[config.mk]
export PLATFORM = sky130hd
export DESIGN_NAME = utf8_stream_decoder
export DESIGN_NICKNAME = d
export VERILOG_FILES = /design/src/hdl/utf8sd_pkg.sv /design/src/hdl/utf8_stream_decoder.sv /design/src/hdl/utf8sd_front.sv /design/src/hdl/utf8sd_queue.sv /design/src/hdl/utf8sd_back.sv
export VERILOG_INCLUDE_DIRS = /design/src /design/src/hdl
export SDC_FILE = /design/constraint.sdc
export NUM_CORES = 1
export LEC_CHECK = 0
export BUFFER_PORTS_ARGS = -buffer_cell sky130_fd_sc_hd__buf_2
export CORE_UTILIZATION = 45
export CTS_CLUSTER_DIAMETER = 150
export DETAILED_ROUTE_END_ITERATION = 6
export GPL_TIMING_DRIVEN = 0
export PLACE_DENSITY = 0.72
export SYNTH_ARGS = -nofsm -noshare
export SYNTH_HDL_FRONTEND = slang
export SYNTH_SLANG_ARGS = --single-unit
[constraint.sdc]
create_clock -name i_clk -period 2.5 [get_ports i_clk]
set_input_delay 0.25 -clock i_clk [delete_from_list [all_inputs] [get_ports i_clk]]
set_output_delay 0.25 -clock i_clk [all_outputs]
set_load 0.03 [all_outputs]
[src/hdl/utf8_stream_decoder_assert.svh]
// Assertion macros shared by the UTF-8 stream decoder modules.
// Depends on a clock named i_clk and an active-low reset named i_rst_n in the using module.
`ifndef UTF8_STREAM_DECODER_ASSERT_SVH
`define UTF8_STREAM_DECODER_ASSERT_SVH

// Checks a property on every clock edge outside reset.
`define UTF8SD_ASSERT(lbl, prop, msg) \
    lbl: assert property (@(posedge i_clk) disable iff (!i_rst_n) prop) else $error(msg);

// Checks a property on every clock edge, reset included.
`define UTF8SD_ASSERT_ALWAYS(lbl, prop, msg) \
    lbl: assert property (@(posedge i_clk) prop) else $error(msg);

`endif

[src/hdl/utf8sd_pkg.sv]
// Package for the UTF-8 stream decoder: field widths, code point limits,
// byte classes and the queue entry type. No dependencies.
package utf8sd_pkg;

    localparam int BYTE_W          = 8;
    localparam int CP_W            = 21;
    localparam int PAY_W           = 7;
    localparam int OUT_TDATA_W     = 24;
    localparam int QUEUE_DEPTH_DEF = 4;

    localparam logic [CP_W-1:0] CP_MAX  = 21'h10FFFF;
    localparam logic [CP_W-1:0] SURR_LO = 21'h00D800;
    localparam logic [CP_W-1:0] SURR_HI = 21'h00DFFF;

    // Class of one input byte as seen by the front end.
    typedef enum logic [2:0] {
        K_ASCII,
        K_LEAD2,
        K_LEAD3,
        K_LEAD4,
        K_CONT,
        K_SKIP
    } t_kind;

    // One classified word waiting in the queue.
    typedef struct packed {
        t_kind             kind;
        logic [PAY_W-1:0]  payload;
        logic              chunk_end;
    } t_entry;

endpackage

[src/hdl/utf8_stream_decoder.sv]
// Top level of the UTF-8 stream decoder: front end, word queue and back end.
// Depends on utf8sd_pkg, utf8sd_front, utf8sd_queue and utf8sd_back.
//
//  Channel   Dir  Data bits (low to high)          tlast       tuser
//  s_axis    in   tdata[7:0] text_byte             chunk_end   -
//  m_axis    out  tdata[20:0] code_point, 3 zeros  -           -
//
//  One byte is accepted per cycle while the queue has room; one word per cycle leaves it
//  while the output register is free or being drained. A byte enters the queue when accepted;
//  when popped, a code point it completes goes into the output register and sets m_axis_tvalid.
//  The back end stalls only while a held result is not taken; the queue absorbs up to
//  QUEUE_DEPTH bytes before s_axis_tready drops.
//  Synchronous active-low reset clears the queue, the open sequence and the output valid.
module utf8_stream_decoder #(
    parameter int QUEUE_DEPTH = utf8sd_pkg::QUEUE_DEPTH_DEF
) (
    input  logic                               i_clk,
    input  logic                               i_rst_n,
    input  logic                               s_axis_tvalid,
    output logic                               s_axis_tready,
    input  logic [utf8sd_pkg::BYTE_W-1:0]      s_axis_tdata,  // [7:0] text_byte
    input  logic                               s_axis_tlast,
    output logic                               m_axis_tvalid,
    input  logic                               m_axis_tready,
    output logic [utf8sd_pkg::OUT_TDATA_W-1:0] m_axis_tdata   // [20:0] code_point, [23:21] zero
);
    import utf8sd_pkg::*;

    logic   w_push;
    logic   w_full;
    logic   w_q_valid;
    logic   w_pop;
    t_entry w_in_entry;
    t_entry w_head;

    utf8sd_front u_front (
        .s_axis_tvalid (s_axis_tvalid),
        .s_axis_tready (s_axis_tready),
        .s_axis_tdata  (s_axis_tdata),
        .s_axis_tlast  (s_axis_tlast),
        .i_q_full      (w_full),
        .o_push        (w_push),
        .o_entry       (w_in_entry)
    );

    utf8sd_queue #(
        .DEPTH (QUEUE_DEPTH)
    ) u_queue (
        .i_clk   (i_clk),
        .i_rst_n (i_rst_n),
        .i_push  (w_push),
        .i_entry (w_in_entry),
        .i_pop   (w_pop),
        .o_full  (w_full),
        .o_valid (w_q_valid),
        .o_entry (w_head)
    );

    utf8sd_back u_back (
        .i_clk         (i_clk),
        .i_rst_n       (i_rst_n),
        .i_q_valid     (w_q_valid),
        .i_entry       (w_head),
        .o_pop         (w_pop),
        .m_axis_tvalid (m_axis_tvalid),
        .m_axis_tready (m_axis_tready),
        .m_axis_tdata  (m_axis_tdata)
    );

endmodule

[src/hdl/utf8sd_front.sv]
// Front end of the UTF-8 stream decoder: accepts input words and classifies each byte.
// Depends on utf8sd_pkg.
module utf8sd_front (
    input  logic                          s_axis_tvalid,
    output logic                          s_axis_tready,
    input  logic [utf8sd_pkg::BYTE_W-1:0] s_axis_tdata,
    input  logic                          s_axis_tlast,
    input  logic                          i_q_full,
    output logic                          o_push,
    output utf8sd_pkg::t_entry            o_entry
);
    import utf8sd_pkg::*;

    // Accept whenever the queue has room.
    assign s_axis_tready = !i_q_full;
    assign o_push        = s_axis_tvalid && !i_q_full;

    // Classify the byte and keep only its payload bits.
    always_comb begin
        o_entry.chunk_end = s_axis_tlast;
        o_entry.kind      = K_SKIP;
        o_entry.payload   = '0;
        priority if (s_axis_tdata[7] == 1'b0) begin
            o_entry.kind    = K_ASCII;
            o_entry.payload = s_axis_tdata[6:0];
        end else if (s_axis_tdata[7:6] == 2'b10) begin
            o_entry.kind    = K_CONT;
            o_entry.payload = {1'b0, s_axis_tdata[5:0]};
        end else if (s_axis_tdata[7:5] == 3'b110) begin
            o_entry.kind    = K_LEAD2;
            o_entry.payload = {2'b0, s_axis_tdata[4:0]};
        end else if (s_axis_tdata[7:4] == 4'b1110) begin
            o_entry.kind    = K_LEAD3;
            o_entry.payload = {3'b0, s_axis_tdata[3:0]};
        end else if (s_axis_tdata[7:3] == 5'b11110) begin
            o_entry.kind    = K_LEAD4;
            o_entry.payload = {4'b0, s_axis_tdata[2:0]};
        end else begin
            o_entry.kind    = K_SKIP;
            o_entry.payload = '0;
        end
    end

endmodule

[src/hdl/utf8sd_queue.sv]
// Short queue of classified words between the front and back ends.
// Depends on utf8sd_pkg and utf8_stream_decoder_assert.svh.
module utf8sd_queue #(
    parameter int DEPTH = utf8sd_pkg::QUEUE_DEPTH_DEF
) (
    input  logic               i_clk,
    input  logic               i_rst_n,
    input  logic               i_push,
    input  utf8sd_pkg::t_entry i_entry,
    input  logic               i_pop,
    output logic               o_full,
    output logic               o_valid,
    output utf8sd_pkg::t_entry o_entry
);
    import utf8sd_pkg::*;
    `include "utf8_stream_decoder_assert.svh"

    localparam int PTR_W = (DEPTH > 1) ? $clog2(DEPTH) : 1;
    localparam int CNT_W = $clog2(DEPTH + 1);

    t_entry             r_mem [DEPTH];
    logic [PTR_W-1:0]   r_wr_ptr;
    logic [PTR_W-1:0]   r_rd_ptr;
    logic [CNT_W-1:0]   r_count;
    logic               w_wr;
    logic               w_rd;

    assign o_full  = (r_count == CNT_W'(DEPTH));
    assign o_valid = (r_count != '0);
    assign o_entry = r_mem[r_rd_ptr];
    assign w_wr    = i_push && !o_full;
    assign w_rd    = i_pop && o_valid;

    // Storage for the queued words.
    always_ff @(posedge i_clk) begin
        if (w_wr) begin
            r_mem[r_wr_ptr] <= i_entry;
        end
    end

    // Pointers and fill count.
    always_ff @(posedge i_clk) begin
        if (!i_rst_n) begin
            r_wr_ptr <= '0;
            r_rd_ptr <= '0;
            r_count  <= '0;
        end else begin
            if (w_wr) begin
                r_wr_ptr <= (r_wr_ptr == PTR_W'(DEPTH - 1)) ? '0 : r_wr_ptr + 1'b1;
            end
            if (w_rd) begin
                r_rd_ptr <= (r_rd_ptr == PTR_W'(DEPTH - 1)) ? '0 : r_rd_ptr + 1'b1;
            end
            if (w_wr && !w_rd) begin
                r_count <= r_count + 1'b1;
            end else if (w_rd && !w_wr) begin
                r_count <= r_count - 1'b1;
            end
        end
    end

    `UTF8SD_ASSERT_ALWAYS(a_count_bound, r_count <= CNT_W'(DEPTH), "queue count above depth")
    `UTF8SD_ASSERT(a_count_up, w_wr && !w_rd |=> r_count == $past(r_count) + 1'b1, "queue count did not grow on push")

endmodule

[src/hdl/utf8sd_back.sv]
// Back end of the UTF-8 stream decoder: assembles code points and holds the output register.
// Depends on utf8sd_pkg and utf8_stream_decoder_assert.svh.
module utf8sd_back (
    input  logic                               i_clk,
    input  logic                               i_rst_n,
    input  logic                               i_q_valid,
    input  utf8sd_pkg::t_entry                 i_entry,
    output logic                               o_pop,
    output logic                               m_axis_tvalid,
    input  logic                               m_axis_tready,
    output logic [utf8sd_pkg::OUT_TDATA_W-1:0] m_axis_tdata
);
    import utf8sd_pkg::*;
    `include "utf8_stream_decoder_assert.svh"

    logic [1:0]      r_pend;
    logic [CP_W-1:0] r_part;
    logic            r_out_valid;
    logic [CP_W-1:0] r_out_cp;

    logic [1:0]      n_pend;
    logic [CP_W-1:0] n_part;
    logic            w_have;
    logic [CP_W-1:0] w_cp;
    logic [CP_W-1:0] w_shift;
    logic            w_emit;

    // A word leaves the queue whenever the output register is free or being drained.
    assign o_pop   = i_q_valid && (!r_out_valid || m_axis_tready);
    assign w_shift = {r_part[CP_W-7:0], i_entry.payload[5:0]};

    // Sequence state update for the word at the head of the queue.
    always_comb begin
        n_pend = '0;
        n_part = '0;
        w_have = 1'b0;
        w_cp   = '0;
        if (r_pend != 2'd0 && i_entry.kind == K_CONT) begin
            n_pend = r_pend - 2'd1;
            if (r_pend == 2'd1) begin
                w_have = 1'b1;
                w_cp   = w_shift;
            end else begin
                n_part = w_shift;
            end
        end else begin
            // Any open sequence is abandoned and the byte starts fresh.
            unique case (i_entry.kind)
                K_ASCII: begin
                    w_have = 1'b1;
                    w_cp   = CP_W'(i_entry.payload);
                end
                K_LEAD2: begin
                    n_pend = 2'd1;
                    n_part = CP_W'(i_entry.payload);
                end
                K_LEAD3: begin
                    n_pend = 2'd2;
                    n_part = CP_W'(i_entry.payload);
                end
                K_LEAD4: begin
                    n_pend = 2'd3;
                    n_part = CP_W'(i_entry.payload);
                end
                K_CONT, K_SKIP: begin
                    n_pend = '0;
                end
                default: begin
                    n_pend = '0;
                end
            endcase
        end
        // The end of a chunk closes whatever is still open.
        if (i_entry.chunk_end) begin
            n_pend = '0;
            n_part = '0;
        end
    end

    // Only scalar values leave the block: no surrogates, nothing above the last plane.
    assign w_emit = w_have && (w_cp <= CP_MAX) && !((w_cp >= SURR_LO) && (w_cp <= SURR_HI));

    // Sequence state and output register.
    always_ff @(posedge i_clk) begin
        if (!i_rst_n) begin
            r_pend      <= '0;
            r_part      <= '0;
            r_out_valid <= 1'b0;
        end else begin
            if (o_pop) begin
                r_pend <= n_pend;
                r_part <= n_part;
            end
            if (o_pop && w_emit) begin
                r_out_valid <= 1'b1;
            end else if (m_axis_tready) begin
                r_out_valid <= 1'b0;
            end
        end
    end

    always_ff @(posedge i_clk) begin
        if (o_pop && w_emit) begin
            r_out_cp <= w_cp;
        end
    end

    assign m_axis_tvalid = r_out_valid;
    assign m_axis_tdata  = {(OUT_TDATA_W - CP_W)'(0), r_out_cp};

    `UTF8SD_ASSERT(a_chunk_closes, o_pop && i_entry.chunk_end |=> r_pend == 2'd0, "sequence still open after chunk end")
    `UTF8SD_ASSERT(a_part_narrow, r_pend != 2'd0 |-> r_part[CP_W-1:15] == '0, "partial value too wide for open sequence")

endmodule

---- After elaboration in Yosys (flattened, before gate mapping) ----
Memories as Yosys holds them, arrays and structs flattened. A register that Yosys moved wholly into a read port is not among the register bits.
Cells that the tools add are included.
storage, ports and cells
  register bits after elaboration ......... 46
  input bits .............................. 13
  logic and storage cells ................. 79
  output and inout port bits .............. 26
  bits in writable memories ............... 44
  memories ................................ 1
memory list
  memory         words  bits a word  rd ports  clocked after memory_dff  write ports  line                source
  u_queue.r_mem  4      11           1         1                         1            utf8sd_queue.sv:21  t_entry r_mem [DEPTH];
cells by class
  magnitude comparators ................... 3
  add/subtract/negate cells ............... 5
  mux-type cells .......................... 28
  equality and inequality tests ........... 12
  reduce and logical (&&, ||, !) cells .... 23
operators by type and width
  cell                    count
  $mux W10                5
  $mux W15                3
  $mux W21                2
  $ge A21 B16 Y1 const B  1
  $le A21 B16 Y1 const B  1
  $le A21 B21 Y1 const B  1
  $mux W7                 2
  $mux W2                 6
  $logic_and A1 B1 Y1     11
  $eq A3 B3 Y1 const B    3
  $mux W1                 7
  $eq A2 B2 Y1 const B    3
  $eq A3 B2 Y1 const B    2
  $mux W3                 2
  $pmux W2 S3             1
  $reduce_bool A2 Y1      3
  $eq A5 B5 Y1 const B    1
  $logic_not A1 Y1        5
  $add A2 B1 Y2 const B   2
  $eq A4 B4 Y1 const B    1
  $add A3 B1 Y3 const B   1
  $eq A3 B1 Y1 const B    1
  $logic_not A3 Y1        1
  $reduce_bool A3 Y1      1
  other kinds (5)         5

---- Depth between registers and ports, before layout ----
Gate-level depths: netlist of the first run.
  depth in word-level cells ............... 9
  gate-level depth with buffers ........... 10
  mapped depth without buffers ............ 9

---- By module ----
Synthesis of the first run repeated with hierarchy kept, for this count alone.
second synthesis, totals
  cells, all modules ...................... 267
  area total of the unflattened synthesis .. 3853.7 µm²
by module, submodules not included
  module        times used  cells an instance  sequential area each (µm²)  area each (µm²)
  utf8sd_queue  1           108                1501.4                      2063.2
  utf8sd_back   1           139                991.0                       1672.9
  utf8sd_front  1           20                 0.0                         117.6

---- Worst setup path before layout of the first run ----
No wires, ideal clock.
  path type ............................... register to register
  start ................................... reg u_queue.r_count[0]
  end ..................................... reg u_queue.r_count[2]
  cell stages (with the launch flop) ...... 11
  path slack .............................. 0.164 ns
  arrival time ............................ 2.260 ns
  clock period less this slack ............ 2.336 ns
  cells stage by stage .................... dfxtp_1 > nor2_1 > nand2_1 > and2_1 > clkbuf_1 > ha_1 > inv_1 > fa_1 > xor2_1 > or3_1 > a21boi_0
between the ends
  cells in the longest elaborated chain, start to end .. 7
  elaborated cells between the ends (all ways) .. 16
  those cells by class .................... 2 x add/sub; 1 x eq/ne; 2 x mux; 11 x reduce/logical
ends and longest elaborated chain
  element                       line                       source
  start, declared               utf8sd_queue.sv:24         logic [CNT_W-1:0] r_count;
  start signal, assigned        utf8sd_queue.sv:55         r_count <= r_count + 1'b1;
  start signal, assigned        utf8sd_queue.sv:57         r_count <= r_count - 1'b1;
  $eq A3 B3 Y1 (*)              utf8sd_queue.sv:28         assign o_full = (r_count == CNT_W'(DEPTH));
  $logic_not A1 Y1 (*)          n/a
  via s_axis_tready             utf8_stream_decoder.sv:20  output logic s_axis_tready,
  $logic_and A1 B1 Y1           utf8sd_front.sv:16         assign o_push = s_axis_tvalid && !i_q_full;
  $logic_and A1 B1 Y1 (*)       utf8sd_queue.sv:31         assign w_wr = i_push && !o_full;
  via u_queue.w_wr              utf8sd_queue.sv:25         logic w_wr;
  $logic_not A1 Y1              utf8sd_queue.sv:56         end else if (w_rd && !w_wr) begin
  $logic_and A1 B1 Y1           utf8sd_queue.sv:56
  $reduce_bool A2 Y1 (no line)  n/a
The timed path passes the listed nets; every way through them passes the cells marked *. The select of a mux whose other input is x is not followed.
A chain may end at the register's enable or synchronous reset.

---- Worst setup path after layout of the first run ----
  start ................................... reg u_queue.r_count[1]
  end ..................................... reg u_queue.r_count[2]
between the ends
  cells in the longest elaborated chain, start to end .. 7
  elaborated cells between the ends (all ways) .. 16
  those cells by class .................... 2 x add/sub; 1 x eq/ne; 2 x mux; 11 x reduce/logical
ends and longest elaborated chain
  element                       line
  $eq A3 B3 Y1 (*)              utf8sd_queue.sv:28
  $logic_not A1 Y1 (*)          utf8sd_front.sv:16, utf8sd_queue.sv:31
  $logic_and A1 B1 Y1           utf8sd_front.sv:16
  $logic_and A1 B1 Y1 (*)       utf8sd_queue.sv:31
  via u_queue.w_wr              utf8sd_queue.sv:25
  $logic_not A1 Y1              utf8sd_queue.sv:56
  $logic_and A1 B1 Y1           utf8sd_queue.sv:56
  $reduce_bool A2 Y1 (no line)  n/a
Marked as above.

==> results.md, run 1 <==
- Worst-Margin Slew: ~0.56 ns
- Simple-gate share of the synthesized area: 0.120
- CP required: 2.78 ns
- Ys Warns: 0
- Post-Synth Adder-Cell Area: 0.0324
- Final Instance Area: 4210 sq um
- Clk_lat worst skew: 0.35 ns
- TritonCTS buffer count: 9
- Core ar.: a little under 8000 sq um
- Xor and xnor fraction of the mapped netlist area: 0.00472
- Power Internal: approximately 0.0028 W
- Status: completed
- GR Util All Layers: 0.151
- First-pass GRT wire length: 9.50 mm
- Mapped cell area: roughly 3700 sq um
- Final net count: ~310
- GP Congestion: roughly 0.77
- Routed Antenna Nets: 0
- RSZ-0062 raised after global routing: false
- Power density over cell area: between 1000 and 1500 nW/um^2
- Total Power: ~0.0042 W
- Hold WC Path Type: primary input to flip-flop
- # rows: 32
- Slowest cell on crit path: dfxtp_1
- Layout cells sized above 1: 0.260
- Sw Pwr: between 0.001 and 0.0015 W
- Drt wl/cell: 14.7 um
- Mean post-synth cell area: roughly 16 sq um
- Placed cell areas: roughly 4000 sq um
- CTS tree: done
- First-pass DRT Iterations: 4
- Initial antenna violation count: 0
- Die height: 92.8 um
- H-tree depth: 3
- Seq/Total Area, Yosys: 0.672
- Filler Cells Inserted: ~700
- Critical Path AT: around 2.6 ns
- Maximum VDD drop: 0.447 mV
- CP Cell Sequence: nor2_1, nand2_1, and2_1, clkbuf_1, ha_1, inv_1, fa_1, xor2_1, or3_1, a21boi_0
- Max Cap Viol: 0
- CP Class: flip-flop to flip-flop
- Slew margin rel.: 0.625
- Die ar.: ~8600 sq um
- Crit Path Max Fanout: 6
- Peak Freq: 432 MHz
- Synthesis-to-layout area growth: 13.5%
- Dpl ws: -0.209 ns
- Post-route non-filler standard cell count: approximately 400
- Mux cell area share after synthesis: 0.0813
- Vias/cell: a little over 5
- Io pins: 39
- Combinational share of power: 0.309
- Clock Power Share: 0.212
- Clock sinks: between 90 and 100
- Final Max Tran Viols: 0
- Clock tree buffer depth: 2
- Final setup fails: 0
- Synth area leader: edfxtp_1
- Post-route DRC: 0
- Largest net degree at the start of global routing: 23
- Leak Pwr: 1.57 nW
- Endpoints failing hold: 0
- Seq cells post-synth: between 90 and 100
- Overflow after GRT: 0
- Fin crit share: 0.926
- Vias in the first global route: 1,936
- Worst setup margin: 0.184 ns
- Critical Path Sink Type: flip-flop
- Post-DP HPWL: 4.01 mm
- Die Wd: ~93 um
- Synth top area share: 0.526
- Sw frac: 0.330
- Sequential Power Share: 0.479
- Detailed Route WL: about 5.7 mm
- DP Cell Count: between 300 and 400
- Minimum clock period: 2.32 ns
- Number of port buffers: 35
- Setup TNS: 0 ns
- Cells after synthesis: between 200 and 250
- Largest family of logic cells by synthesized area: simple AND/OR/NAND/NOR gates
- Layout Skew: around 0.010 ns
- Ant diodes: 0
- Reg clk slew, reported paths: roughly 0.09 ns
- Initial Utilization: 0.473
- Crit-path max cell delay: 0.45 ns
- Vias: roughly 2,000
- Dominant cells by area after synthesis: edfxtp_1 53%, dfxtp_1 15%, mux4_2 6.1%
- Compound-Gate Fraction of Synth Area: 0.0637
- Initial DRC count: 41
- Yosys cell types: 43
- Startpoint Class: flip-flop
- CTS root buffer: clkbuf_8
cells in the mapped netlist, drive strengths merged:
master and number:
nor4b 2, a21o 1, fa 1, buf 6, a22oi 2, xnor2 1, a22o 14, mux2i 5
inv 7, dfxtp 27, and2 27, nand3 2, a221o 1, nor2b 11, edfxtp 65, nand2 3
a31oi 1, and3 7, nor4 1, clkbuf 4, o21ai 4, mux4 11, nand4b 2, a211oi 1
nor3 2, or3 1, conb 1, and3b 1, nand2b 1, nor2 7, o21a 1, or4 1
a21oi 2, xor2 1, a21boi 4, ha 8
metal layers:
| layer | up-vias | track usage | part of all wire |
|---|---|---|---|
| li1 | 982 | - | - |
| met1 | 937 | 0.191 | 0.46 |
| met2 | 47 | 0.238 | 0.48 |
| met3 | 8 | 0.0419 | 0.039 |
| met4 | 0 | 0.0731 | 0.014 |
| met5 | - | 0 | 0 |
logic make-up (layout without fill, tap and decap cells):
kind of cell               count (synthesis)  count (layout)
AOI/OAI and AO/OA                         31              31
xor gates and xnor gates                   2               2
adders and majority gates                  9               9
buffers and inverters                     17              68
DFF                                       92              92
muxes                                     16              16
other                                      1               3
and+or+nand+nor                           68              68
what timing repair did:
action | 4_1_cts | 5_1_grt
setup buffers | 0 | 0
gates resized for setup | 2 | 4
endpoints found under the setup margin | 23 | 21
hold buffers | 0 | 0
worst max-delay path: cells and delay by family, from the launching register on:
family                     cells  cell delay [ns]
AOI/OAI and AO/OA              1             0.15
xor gates and xnor gates       1             0.17
adders and majority gates      2             0.58
buffers and inverters          2             0.24
DFF                            1             0.45
and+or+nand+nor                4             0.65
layout by cell type, fill, tap and decap left out, types with 2 or more instances in the layout:
master and n:
a21boi_0 4, a21oi_1 2, a22o_1 14, a22oi_1 2
and2_1 27, and3_1 6, buf_2 36, buf_4 3
buf_6 2, clkbuf_1 3, clkbuf_2 2, clkbuf_8 10
clkinv_2 2, conb_1 3, dfxtp_1 26, edfxtp_1 65
ha_1 8, inv_1 7, mux2i_1 5, mux4_2 10
nand2_1 3, nand3_1 2, nor2_1 5, nor2_4 2
nor2b_1 11, o21ai_0 4
flip-flops by register name, summed over array words and instances (netlist names), named ones only:
signal                flops
u_queue.r_count           3
u_back.r_out_cp          21
u_back.r_pend             2
u_queue.r_rd_ptr          2
u_back.r_part            15
u_queue.r_wr_ptr          2
u_back.m_axis_tvalid      1
u_queue.r_mem            44
stage by stage:
stage / hold slack [ns] / utilization
final: 0.119 / 0.537
after global routing: 0.0935 / 0.537
after CTS: 0.0959 / 0.535
after detailed placement: 0.474 / 0.512
after global placement: 0.472 / 0.512
after floorplan: 0.349 / -
power by group through the flow:
stage	registers [W]	logic [W]	clock network, W
CTS	0.00202	0.00132	0.000912
global route	0.00205	0.00144	0.000985
floorplan	0.00221	0.000841	0
finish	0.00203	0.00130	0.000898
global placement	0.00204	0.00128	0
detailed placement	0.00206	0.00131	0
area by class of cell:
cell class              count  area [sq um]  area share
flip-flops and latches     92          2490       0.592
multi-input cells         129          1140       0.272
repair buffers             35           175      0.0416
clock buffers              11           141      0.0336
well taps                 102           128      0.0303
plain buffers              10          67.6      0.0160
clock inverters             5          33.8     0.00802
inverters                   7          26.3     0.00624
worst paths after layout:
kind / from / end / slack (ns) / cells past startpoint
max: u_queue.r_count[1] / u_queue.r_count[2] / 0.18 / 10
min: s_axis_tlast / u_queue.r_mem[2][0] / 0.12 / 1
max reg2reg: u_queue.r_count[1] / u_queue.r_count[2] / 0.18 / 10
min reg2reg: u_back.r_part[13] / u_back.r_part[13] / 0.50 / 1
Power figures use the tool's default switching activity.
==> inputs of run 2 (changes only) <==
- CTS_BUF_LIST: unset -> sky130_fd_sc_hd__clkbuf_8
==> run 2 against run 1 <==
Compared with the run above:
- sequential share of layout area did not move
- worst hold slack barely moved
- combinational power barely moved
- setup slack did not move
- flip-flop and latch count did not move
- critical path depth did not move
- cell area did not move
- power barely moved
- global-route usage did not move
- die area did not move
- routed wire length barely moved
- critical path type unchanged
- clock power fell by 0.4%
==> results.md, run 2 (synthesis results as in run 1) <==
- CP Cell Sequence: nor2_1, nand2_1, and2_1, clkbuf_1, ha_1, inv_1, fa_1, xor2_1, or3_1, a21boi_0
- Crit Path Max Fanout: 6
- Post-route DRC: 0
- First-pass GRT wire length: 9.50 mm
- Clock Power Share: 0.212
- Critical Path AT: ~2.6 ns
- FF-to-FF Start: u_queue.r_count[1]
- CTS root buffer: clkbuf_8
- Leak Pwr: around 1.6 nW
- Hold depth: 1
- Sequential Power Share: 0.479
- Reg clk slew, reported paths: 0.09 ns
- Crit-path max cell delay: 0.45 ns
- Minimum clock period: roughly 2.3 ns
- Synthesis-to-layout area growth: 13.5%
- Most frequent cells in the layout: 65 x edfxtp_1, 36 x buf_2, 27 x and2_1
- First-pass DRT Iterations: 4
- Clock tree buffer depth: 2
- Layout cells sized above 1: 0.260
- Overflow after GRT: 0
- Layout Skew: around 0.010 ns
- Min-delay src: s_axis_tlast
- Core ar.: around 7800 sq um
- Worst Reg-to-Reg Cells: 10
- Clock sinks: a little over 90
- Hold WC Path Type: primary input to flip-flop
- RSZ-0062 raised after global routing: false
- Initial DRC count: 40
- Worst setup margin: 0.184 ns
- Maximum VDD drop: ~0.45 mV
- H-tree depth: 3
- Worst-Margin Slew: roughly 0.57 ns
- Commonest non-fill, non-tap cell in the layout: edfxtp_1
- Clk_lat worst skew: ~0.35 ns
- Hold Path Sink: u_queue.r_mem[2][0]
- Hold buffer count at cts: 0
- Startpoint Class: flip-flop
- CP Class: flip-flop to flip-flop
- Biggest registers after layout: u_queue.r_mem x44, u_back.r_out_cp x21, u_back.r_part x15
- Setup TNS: 0 ns
- Reg-to-reg critical path endpoint: u_queue.r_count[2]
- Die ar.: around 8600 sq um
- Largest net degree at the start of global routing: 23
- Number of port buffers: 35
- WHS: roughly 0.12 ns
- GP Congestion: 0.766
- Critical Path Sink Type: flip-flop
- Dpl ws: -0.209 ns
- Post-route non-filler standard cell count: 391
- Detailed Route WL: ~5.7 mm
- DP Cell Count: about 380
- Sw Pwr: 0.00139 W
- Routed Antenna Nets: 0
- Vias: 1,974
- Combinational share of power: 0.309
- Die height: about 93 um
- Sw frac: 0.330
- Ant diodes: 0
- Endpoints failing hold: 0
- Total Power: around 0.0042 W
- TritonCTS buffer count: 9
- Slowest cell on crit path: dfxtp_1
- CP required: between 2 and 3 ns
- Power Internal: approximately 0.0028 W
- Final net count: 306
- Peak Freq: 432 MHz
- GR Util All Layers: 0.151
- Initial antenna violation count: 0
- Die Wd: 92.8 um
- Max Cap Viol: 0
- Slew margin rel.: 0.623
- Final setup fails: 0
- Io pins: 39
- Largest Register: u_queue.r_mem
- Power density over cell area: roughly 1000 nW/um^2
- Vias in the first global route: 1,936
- Vias/cell: between 5 and 6
- # rows: 32
- Status: completed
- Drt wl/cell: approximately 15 um
- Max reg flops: 44
- R2r setup slk: ~0.18 ns
- Fin crit share: 0.926
- Final Max Tran Viols: 0
- Initial Utilization: 0.473
- Post-DP HPWL: roughly 4 mm
- CTS tree: done
-- run 2: what timing repair did --
action                     in CTS  in global routing
pin swaps                       0                  0
buffers inserted                0                  0
gates resized for setup         2                  4
setup endpoints to repair      23                 21
-- run 2: per-layer routing --
metal	GRT usage	vias to the layer above	share of wire
met5	0	-	0
met4	0.0731	0	0.014
met3	0.0419	8	0.039
met2	0.238	47	0.48
met1	0.191	937	0.46
li1	-	982	-
-- run 2: metrics by stage --
stage / cell area (sq um) / utilization
finish: 4210 / 0.537
global route: 4210 / 0.537
CTS: 4200 / 0.535
detailed placement: 4020 / 0.512
global placement: 4020 / 0.512
floorplan: 3720 / -
-- run 2: area by class of cell --
class | instances | area, sq um
inverters | 7 | 26.3
fillers | 686 | 3640
repair buffers | 35 | 175
clock buffers | 10 | 138
multi-input cells | 129 | 1140
flip-flops and latches | 92 | 2490
plain buffers | 10 | 67.6
well taps | 102 | 128
clock inverters | 6 | 37.5
-- run 2: power groups by stage --
stage | Combinational, W | Clock, W | Sequential (W)
final | 0.00131 | 0.000894 | 0.00203
after global routing | 0.00144 | 0.000981 | 0.00205
after CTS | 0.00132 | 0.000909 | 0.00202
after detailed placement | 0.00131 | 0 | 0.00206
after global placement | 0.00128 | 0 | 0.00204
after floorplan | 0.000841 | 0 | 0.00221
-- run 2: worst max-delay path, delay by kind of cell (launching register included) --
kind	cells	cell delay (ns)
xor+xnor	1	0.17
flops	1	0.45
buf+inv	2	0.24
compound gates	1	0.15
simple gates	4	0.65
fa+ha+maj	2	0.58
-- run 2: worst max-delay path by stage --
stage	slack, ns	startpoint	endpoint	depth (start not counted)
3_3_place_gp	-0.16	flip-flop	u_back.r_out_cp[7]	4
3_5_place_dp	-0.21	flip-flop	u_back.r_out_cp[2]	4
4_1_cts	0.10	flip-flop	u_back.r_out_cp[5]	4
5_1_grt	0.01	u_queue.r_count[1]	u_queue.r_count[2]	10
6_report	0.18	u_queue.r_count[1]	u_queue.r_count[2]	10
2_1_floorplan	0.16	u_queue.r_count[0]	u_queue.r_count[2]	10
